$ cat config.mk
export PLATFORM = sky130hd
export DESIGN_NAME = bitmap_block_allocator
export DESIGN_NICKNAME = d
export VERILOG_FILES = /design/src/design/bba_pkg.sv /design/src/design/bitmap_block_allocator.sv /design/src/design/bba_ram.sv
export SDC_FILE = /design/constraint.sdc
export NUM_CORES = 2
export LEC_CHECK = 0
export BUFFER_PORTS_ARGS = -buffer_cell sky130_fd_sc_hd__buf_4
export CAP_MARGIN = 20
export CORE_MARGIN = 4
export CORE_UTILIZATION = 65
export CTS_CLUSTER_DIAMETER = 100
export DETAILED_ROUTE_END_ITERATION = 8
export MAX_ROUTING_LAYER = met4
export PLACE_DENSITY = 0.82
export SLEW_MARGIN = 0
export SYNTH_ARGS = -nofsm -noshare
export SYNTH_HDL_FRONTEND = slang
export SYNTH_SLANG_ARGS = --single-unit
$ cat constraint.sdc
create_clock -name clk -period 15.6 [get_ports clk]
set_clock_uncertainty 0.15 [all_clocks]
set_input_delay 3.12 -clock clk [delete_from_list [all_inputs] [get_ports clk]]
set_output_delay 3.12 -clock clk [all_outputs]
set_load 0.1 [all_outputs]
$ cat src/design/bba_pkg.sv
// Shared types, constants and helper functions for the bitmap block allocator.
// Used by bitmap_block_allocator; has no dependencies of its own.
package bba_pkg;

    localparam int NUM_BLOCKS = 1024;
    localparam int WORD_BITS  = 64;
    localparam int MAP_WORDS  = (NUM_BLOCKS + WORD_BITS - 1) / WORD_BITS;
    localparam int WORD_AW    = $clog2(MAP_WORDS);
    localparam int BIT_AW     = $clog2(WORD_BITS);
    localparam int IDX_W      = 10;
    localparam int CNT_W      = 11;

    typedef enum logic [1:0] {
        ST_ALLOCATED = 2'd0,
        ST_NONE_FREE = 2'd1,
        ST_FREED     = 2'd2,
        ST_IGNORED   = 2'd3
    } status_t;

    typedef enum logic {
        CMD_ALLOC = 1'b0,
        CMD_FREE  = 1'b1
    } cmd_t;

    typedef enum logic [4:0] {
        S_IDLE = 5'b00001,
        S_SCAN = 5'b00010,
        S_FREE = 5'b00100,
        S_DONE = 5'b01000,
        S_HOLD = 5'b10000
    } state_t;

    // Position of the lowest clear bit of a map word; the caller checks that one exists.
    function automatic logic [BIT_AW-1:0] lowest_zero(input logic [WORD_BITS-1:0] word);
        logic [BIT_AW-1:0] pos;
        pos = '0;
        for (int i = WORD_BITS - 1; i >= 0; i--) begin
            if (!word[i]) begin
                pos = BIT_AW'(i);
            end
        end
        return pos;
    endfunction

endpackage

$ cat src/design/bitmap_block_allocator.sv
// First-fit bitmap block allocator: top level with the scan sequencer.
// Depends on bba_pkg and bba_ram (the 16 x 64 allocation map).
//
// Usage:
//   Input channel (in_valid/in_ready) carries one request per beat: command 0
//   allocates the lowest free block, command 1 frees block_index. The output
//   channel (out_valid/out_ready) returns one beat per request with status,
//   result_index and the free count after the request.
//   in_ready is high only while the sequencer is idle; one request is handled
//   at a time. An allocate reads the map one 64-bit word per cycle through a
//   single priority encoder, walking the words in order from word 0 until it
//   finds the first one with a clear bit, and then loads the result register.
//   An allocate with no free block loads it straight from the idle state, and
//   a free first reads the block's word, writing it back only if it was set.
//   The sequencer is idle again after the edge that copies the result into
//   the output register.
//   If the receiver stalls, a finished result waits in the sequencer until
//   the output register empties, and in_ready stays low meanwhile.
//   Reset clears the per-word valid bits, so every block reads as free at
//   once, and sets the free count to the full block count.
module bitmap_block_allocator
    import bba_pkg::*;
(
    input  logic             clk,
    input  logic             rst_n,
    input  logic             in_valid,
    output logic             in_ready,
    input  logic             command,
    input  logic [IDX_W-1:0] block_index,
    output logic             out_valid,
    input  logic             out_ready,
    output logic [1:0]       status,
    output logic [IDX_W-1:0] result_index,
    output logic [CNT_W-1:0] free_count
);

    state_t                 state_reg, state_next;
    logic [WORD_AW-1:0]     word_reg, word_next;
    logic [BIT_AW-1:0]      bit_reg, bit_next;
    logic [MAP_WORDS-1:0]   row_valid_reg, row_valid_next;
    logic [CNT_W-1:0]       free_total_reg, free_total_next;
    status_t                res_status_reg, res_status_next;
    logic [IDX_W-1:0]       res_index_reg, res_index_next;
    logic                   out_valid_reg, out_valid_next;
    status_t                out_status_reg, out_status_next;
    logic [IDX_W-1:0]       out_index_reg, out_index_next;
    logic [CNT_W-1:0]       out_count_reg, out_count_next;

    logic                   ram_we;
    logic [WORD_AW-1:0]     ram_waddr;
    logic [WORD_BITS-1:0]   ram_wdata;
    logic [WORD_AW-1:0]     ram_raddr;
    logic [WORD_BITS-1:0]   ram_rdata;
    logic [WORD_BITS-1:0]   map_word;
    logic [BIT_AW-1:0]      zero_pos;
    logic                   accept;
    logic                   out_free;

    bba_ram #(
        .WIDTH(WORD_BITS),
        .DEPTH(MAP_WORDS)
    ) u_map (
        .clk  (clk),
        .we   (ram_we),
        .waddr(ram_waddr),
        .wdata(ram_wdata),
        .raddr(ram_raddr),
        .rdata(ram_rdata)
    );

    assign in_ready = (state_reg == S_IDLE);
    assign accept   = in_valid && in_ready;
    assign out_free = !out_valid_reg || out_ready;

    // A row never written since reset reads as all free.
    assign map_word = row_valid_reg[word_reg] ? ram_rdata : '0;
    assign zero_pos = lowest_zero(map_word);

    always_comb
    begin
        state_next      = state_reg;
        word_next       = word_reg;
        bit_next        = bit_reg;
        row_valid_next  = row_valid_reg;
        free_total_next = free_total_reg;
        res_status_next = res_status_reg;
        res_index_next  = res_index_reg;
        out_valid_next  = out_valid_reg && !out_ready;
        out_status_next = out_status_reg;
        out_index_next  = out_index_reg;
        out_count_next  = out_count_reg;
        ram_we          = 1'b0;
        ram_waddr       = word_reg;
        ram_wdata       = map_word;
        ram_raddr       = word_reg + WORD_AW'(1);

        case (state_reg)
            S_IDLE:
            begin
                ram_raddr = '0;
                if (in_valid && command == CMD_FREE)
                begin
                    ram_raddr = block_index[IDX_W-1:BIT_AW];
                end
                if (accept)
                begin
                    if (command == CMD_FREE)
                    begin
                        word_next  = block_index[IDX_W-1:BIT_AW];
                        bit_next   = block_index[BIT_AW-1:0];
                        state_next = S_FREE;
                    end
                    else if (free_total_reg == '0)
                    begin
                        res_status_next = ST_NONE_FREE;
                        res_index_next  = '0;
                        state_next      = S_DONE;
                    end
                    else
                    begin
                        word_next  = '0;
                        state_next = S_SCAN;
                    end
                end
            end

            S_SCAN:
            begin
                // rdata holds word word_reg; the next word is already being fetched.
                if (~map_word != '0)
                begin
                    ram_we          = 1'b1;
                    ram_wdata       = map_word | (WORD_BITS'(1) << zero_pos);
                    row_valid_next[word_reg] = 1'b1;
                    free_total_next = free_total_reg - CNT_W'(1);
                    res_status_next = ST_ALLOCATED;
                    res_index_next  = IDX_W'({word_reg, zero_pos});
                    state_next      = S_DONE;
                end
                else if (word_reg == WORD_AW'(MAP_WORDS - 1))
                begin
                    res_status_next = ST_NONE_FREE;
                    res_index_next  = '0;
                    state_next      = S_DONE;
                end
                else
                begin
                    word_next = word_reg + WORD_AW'(1);
                end
            end

            S_FREE:
            begin
                ram_raddr = word_reg;
                if (map_word[bit_reg])
                begin
                    ram_we          = 1'b1;
                    ram_wdata       = map_word & ~(WORD_BITS'(1) << bit_reg);
                    row_valid_next[word_reg] = 1'b1;
                    if (free_total_reg < CNT_W'(NUM_BLOCKS))
                    begin
                        free_total_next = free_total_reg + CNT_W'(1);
                    end
                    res_status_next = ST_FREED;
                    res_index_next  = IDX_W'({word_reg, bit_reg});
                end
                else
                begin
                    res_status_next = ST_IGNORED;
                    res_index_next  = '0;
                end
                state_next = S_DONE;
            end

            S_DONE, S_HOLD:
            begin
                if (out_free)
                begin
                    out_valid_next  = 1'b1;
                    out_status_next = res_status_reg;
                    out_index_next  = res_index_reg;
                    out_count_next  = free_total_reg;
                    state_next      = S_IDLE;
                end
                else
                begin
                    state_next = S_HOLD;
                end
            end

            default:
            begin
                state_next = S_IDLE;
            end
        endcase
    end

    always_ff @(posedge clk or negedge rst_n)
    begin
        if (!rst_n)
        begin
            state_reg      <= S_IDLE;
            row_valid_reg  <= '0;
            free_total_reg <= CNT_W'(NUM_BLOCKS);
            out_valid_reg  <= 1'b0;
        end
        else
        begin
            state_reg      <= state_next;
            row_valid_reg  <= row_valid_next;
            free_total_reg <= free_total_next;
            out_valid_reg  <= out_valid_next;
        end
    end

    always_ff @(posedge clk)
    begin
        word_reg       <= word_next;
        bit_reg        <= bit_next;
        res_status_reg <= res_status_next;
        res_index_reg  <= res_index_next;
        out_status_reg <= out_status_next;
        out_index_reg  <= out_index_next;
        out_count_reg  <= out_count_next;
    end

    assign out_valid    = out_valid_reg;
    assign status       = out_status_reg;
    assign result_index = out_index_reg;
    assign free_count   = out_count_reg;

endmodule

$ cat src/design/bba_ram.sv
// Generic single-write, single-read RAM with a registered read port.
// No dependencies.
module bba_ram #(
    parameter int WIDTH = 64,
    parameter int DEPTH = 16
) (
    input  logic                     clk,
    input  logic                     we,
    input  logic [$clog2(DEPTH)-1:0] waddr,
    input  logic [WIDTH-1:0]         wdata,
    input  logic [$clog2(DEPTH)-1:0] raddr,
    output logic [WIDTH-1:0]         rdata
);

    logic [WIDTH-1:0] mem [DEPTH];

    always_ff @(posedge clk)
    begin
        if (we)
        begin
            mem[waddr] <= wdata;
        end
        rdata <= mem[raddr];
    end

endmodule
* Yosys cells after proc, flatten, opt, wreduce, memory -nomap -nowiden
Memory sizes are Yosys's and may differ from the RTL's. A register that Yosys moved wholly into a read port is not among the register bits.
Cells that the tools add are included.
W data, S select, Z words.
** Operators by class
- Reductions and logical operators :: 20
- Add/subtract/negate cells :: 3
- Shift-type cells :: 2
- Equality and inequality tests :: 16
- Bitwise logic cells :: 5
- $lt $le $gt $ge :: 4
- Multiplexer cells :: 117
** Operator list (count)
- $mux W6 :: 64
- $mux W64 :: 3
- $not A64 Y64 :: 2
- $pmux W64 S2 :: 1
- $shl A1 B6 Y64 const A :: 2
- $and A64 B64 Y64 :: 1
- $or A64 B64 Y64 :: 1
- $reduce_bool A64 Y1 :: 1
- $mux W10 :: 6
- $mux W11 :: 3
- $mux W16 :: 2
- $mux W4 :: 8
- $pmux W16 S2 :: 1
- $pmux W10 S3 :: 1
- $pmux W11 S2 :: 1
- $mux W5 :: 4
- $pmux W5 S4 :: 1
- $or A16 B16 Y16 :: 1
- $pmux W4 S2 :: 2
- $ne A2 B2 Y1 const B :: 6
- $add A11 B1 Y11 const B :: 1
- $logic_not A11 Y1 :: 1
- $lt A11 B11 Y1 const B :: 1
- $sub A11 B1 Y11 const B :: 1
- 29 further kinds :: 52
** Word-level totals
- Memories kept :: 1
- Input port bits :: 15
- Memory bits (writable) :: 1024
- Bits in registers :: 78
- Output and inout port bits :: 25
** Memory list
- u_map.mem :: depth 16, width 64, read ports 1, clocked after Yosys merged registers in 1, write ports 1, RTL line bba_ram.sv:15 : logic [WIDTH-1:0] mem [DEPTH];

* Depth between registers and ports, before layout
- Depth after elaboration :: 71
- Gate-level depth with buffers :: 13

* By module
A second synthesis with hierarchy kept.
** Unflattened totals
- Cells, all modules :: 2356
- Area total of the unflattened synthesis :: 45920.3 um^2
** By module, submodules not included
- bba_ram :: instances 1, cells an instance 1647, area each 39581.7 um^2
- bitmap_block_allocator :: instances 1, cells an instance 709, area each 6338.6 um^2

* Worst setup path before layout
Ideal clock, no wire load.
- Path kind :: register -> register
- Start :: register word_reg[0], in the netlist ram_waddr[0]
- End :: memory u_map.mem[15][0], enable pin
- Clock period less this slack :: 5639 ps
- Buffers on the path :: 3
- Cell stages (with the launch flop) :: 10
- Arrival time :: 4994 ps
- Path slack :: 9961 ps
- Setup time :: 495 ps
- Data required time :: 14955 ps
- Cells stage by stage :: edfxtp_1 -> buf_6 -> mux4_2 -> o22ai_1 -> a311o_2 -> a211oi_1 -> a211o_1 -> buf_6 -> buf_6 -> nor2b_1
** Between the ends
- Cells in the longest elaborated chain, start to end :: 9
- Elaborated cells on any way between the ends :: 12
** RTL lines
- start, declared :: RTL line bitmap_block_allocator.sv:38 : logic [WORD_AW-1:0] word_reg, word_next;
- start signal, assigned :: RTL line bitmap_block_allocator.sv:218 : word_reg <= word_next;
- $bmux W1 S4 :: RTL line bitmap_block_allocator.sv:76 : assign map_word = row_valid_reg[word_reg] ? ram_rdata : '0;
- $mux W1 (implied by the code) :: RTL line bitmap_block_allocator.sv:76
- $mux W64 :: RTL line bitmap_block_allocator.sv:76
- $bmux W1 S6 or $not A64 Y64 (tied branches) :: RTL line bitmap_block_allocator.sv:155, bitmap_block_allocator.sv:130
- $mux W1 (implied by the code) or $reduce_bool A64 Y1 (tied branches) :: RTL line bitmap_block_allocator.sv:155, bitmap_block_allocator.sv:130
- $mux W1, on equally long branches :: RTL line bitmap_block_allocator.sv:155, bitmap_block_allocator.sv:130
- $pmux W1 S2 :: RTL line bitmap_block_allocator.sv:97 : case (state_reg)
- $mux W1 :: RTL line bba_ram.sv:19 : if (we)
- $mux W1 (implied by the code) :: RTL line bba_ram.sv:21 : mem[waddr] <= wdata;
- end, declared :: RTL line bba_ram.sv:15
Several ways; a longest one is shown, not always the timed one. The select of a mux whose other input is x is not followed.

* Worst setup path after layout
- Start :: input port command
- End :: register u_map.rdata[53], read port of u_map.mem
** Between the ends
- Cells in the longest elaborated chain, start to end :: 3
** RTL lines
- start, declared :: RTL line bitmap_block_allocator.sv:28 : input logic command,
- $logic_and A1 B1 Y1 :: RTL line bitmap_block_allocator.sv:101 : if (in_valid && command == CMD_FREE)
- $mux W4 :: RTL line bitmap_block_allocator.sv:101
- $pmux W4 S2 :: RTL line bitmap_block_allocator.sv:97
- end, declared :: RTL line bba_ram.sv:12 : output logic [WIDTH-1:0] rdata
No other way between the ends.
A chain may end at the register's enable or synchronous reset.

==> impl_metrics.json <==
{
  "cts-buffers-inserted": 106,
  "ctsLongestPathBuffers": 3,
  "cellPowerDensity_mw_per_mm2": 210,
  "initial_utilization": 0.656,
  "netlist_top_cells_area": "edfxtp_1, nand2_1, nor2_1",
  "leakage_uw": 0.0180,
  "cp_data_required_time_ps": 16080,
  "met3_usage": 0.0588,
  "setup_viol": 0,
  "setup_ws_ps": 8090,
  "pin_count": 40,
  "internal_power_uw": 6850,
  "synth.area.mux_share": 0.0107,
  "p_total_uw": 11100,
  "path_clk_slew_ps": 70,
  "rsz0062_at_grt": "false",
  "cts_tree": "done",
  "drc": 0,
  "grt_usage": 0.324,
  "p_sw_uw": 4280,
  "htreeDepth": 3,
  "combPwrFrac": 0.374,
  "crit_path_end_kind": "flop",
  "synth_warnings": 0,
  "num_rows": 99,
  "die_w_um": 279,
  "clock-root-buffer": "clkbuf_16",
  "dieArea_mm2": 0.0779,
  "critPathKind": "in2reg",
  "ys.flop_type": "edfxtp_1",
  "netlist_instances": 3734,
  "grt_pass1_vias": 30800,
  "critPathLaunchType": "input pin",
  "arrival_ps": 7990,
  "grt_pass1_wl_um": 186000,
  "cts_hold_repair.buffers": 0,
  "drv_slew": 0,
  "dp_hpwl_um": 64800,
  "grt_antenna_before_repair": 1,
  "grt_overflow": 0,
  "syn_nets": 3764,
  "cp_max_fo": 95,
  "final_nets": 3774,
  "maxSlewHeadroom": 0.207,
  "r2r-start": "state_reg[4]",
  "synth_fa_ha_area_frac": 0.00409,
  "drt_iter0_markers": 4623,
  "yosys.area.top_type": "edfxtp_1",
  "gp_congestion": 0.994,
  "num_vias": 32300,
  "syn_avg_cell_area_um2": 12.8,
  "max_freq_mhz": 133,
  "coreArea_mm2": 0.0728,
  "top_usage_layer": "met2",
  "grt_max_degree": 246,
  "ys_seq_area_frac": 0.716,
  "tightest_slew_ps": 1190,
  "netSwitchingFraction": 0.384,
  "drive_gt1_frac": 0.0980,
  "cts_setup_buffers": 0,
  "yosys.area_share.simple": 0.136,
  "final_antenna_net_count": 0,
  "cts_resized": 0,
  "largest_reg_flops": 1024,
  "viasPerCell": 6.74,
  "synth_compound_area_frac": 0.108,
  "p_seq_frac": 0.384,
  "ir_worst_vdd_mv": 0.319,
  "finalCritPeriodShare": 0.482,
  "firstDrtPassIters": 6,
  "synth_xor_xnor_area_share": 0.00220,
  "die_y_um": 279,
  "met2_usage": 0.499,
  "clk_latency_ps": 700,
  "finalSetupTns_ps": 0,
  "grt_use_met1": 0.439,
  "outcome": "complete, no violations",
  "yosysTopAreaCellShare": 0.672,
  "dp_slack_ps": 7590,
  "worstHoldPathType": "reg2reg",
  "ys_types": 80,
  "place.port_buffers": 39,
  "routed_wl_um": 124000,
  "hp-start": "res_status_reg[0]",
  "synth_top_family_by_area": "simple AND/OR/NAND/NOR gates",
  "postSynthRegisterBits": 1166,
  "synth_edf_count": 1069,
  "post-route-min-period_ps": 7510,
  "startpoint": "command",
  "wire_per_inst_um": 25.9,
  "cap_violations": 0,
  "area_growth_pct": 10.8,
  "pwr-share-clk": 0.242,
  "cts.sinks": 1166,
  "synth_area_mm2": 0.0478,
  "hold_viol": 0,
  "synthArstFlopShare": 0.0283
}
cells in the final DEF (no fill, tap or decap), drive strengths merged, types with 66 or more instances in the layout:
cell type,count
o211ai,67
edfxtp,1069
o22ai,66
a31oi,134
and2,134
a211oi,135
nand3,167
o21ai,210
clkbuf,148
buf,145
nand2,597
nor2,417
per-stage QoR:
step / instance area [µm²] / hold WS (ps) / std cells / util
2_1_floorplan: 47800 / 250 / 3734 / -
3_3_place_gp: 49200 / 253 / 4591 / 0.675
3_5_place_dp: 49200 / 255 / 4591 / 0.675
4_1_cts: 52800 / 265 / 4791 / 0.726
5_1_grt: 52900 / 281 / 4796 / 0.726
6_report: 52900 / 267 / 4796 / 0.726
critical path: stages:
cell,delay (ps)
buf_4,130
and2_1,160
and4_1,310
a221o_4,830
buf_4,820
buf_4,850
buf_4,750
and2_1,240
a211oi_1,70
a31oi_1,300
a221o_1,210
cell usage after synthesis (21+ instances only):
cell      number
inv_1         26
nand2_1      596
dfxtp_1       64
buf_2         29
nand2b_1      21
o22ai_1       66
a31oi_1      134
mux2i_1       24
clkbuf_1     191
and2_1       122
nand3_1      167
o21ai_0      206
o211ai_1      67
nand4_1       28
nor2_1       417
dfrtp_1       31
edfxtp_1    1069
a221o_1       65
a21oi_1       24
a211oi_1     135
final timing paths:
check	to	slack (ps)	cells after the start
worst min register to register	status[0]	270	0
worst min-delay path	status[0]	270	0
worst max register to register	u_map.rdata[53]	9160	11
min in group asynchronous	out_valid	2230	1
max in group asynchronous	free_total_reg[10]	12720	1
worst max-delay path	u_map.rdata[53]	8090	11
kinds of logic (layout without fill, tap and decap cells):
logic type	count (synthesis)	after routing
compound gates	766	766
simple gates	1462	1462
mux	43	43
flops	1166	1166
fa+ha+maj	15	15
xor+xnor	12	12
buf+inv	270	372
other cells	0	1
cell type report:
| cell class | instances | area (µm²) |
|---|---|---|
| multi-input cells | 2298 | 12600 |
| diodes | 1 | 2.50 |
| inverters | 27 | 101 |
| repair buffers | 145 | 1140 |
| clock buffers | 148 | 3010 |
| clock inverters | 52 | 654 |
| well taps | 959 | 1200 |
| flip-flops and latches | 1166 | 34200 |
| fillers | 4383 | 19900 |
power by group through the flow:
| stage | Clock [µW] | Combinational, µW | Sequential, µW |
|---|---|---|---|
| 2_1_floorplan | 0 | 2880 | 4200 |
| 4_1_cts | 2710 | 4070 | 4250 |
| 3_5_place_dp | 0 | 4000 | 4320 |
| 6_report | 2690 | 4160 | 4270 |
| 3_3_place_gp | 0 | 3850 | 4310 |
| 5_1_grt | 2840 | 4520 | 4280 |
metal layers:
metal  up-vias  wire (µm)
li1      13900          -
met1     15700      46100
met2      2257      59100
met3       388      14500
met4         0       4650
met5         -          0
Power figures use the tool's default switching activity.
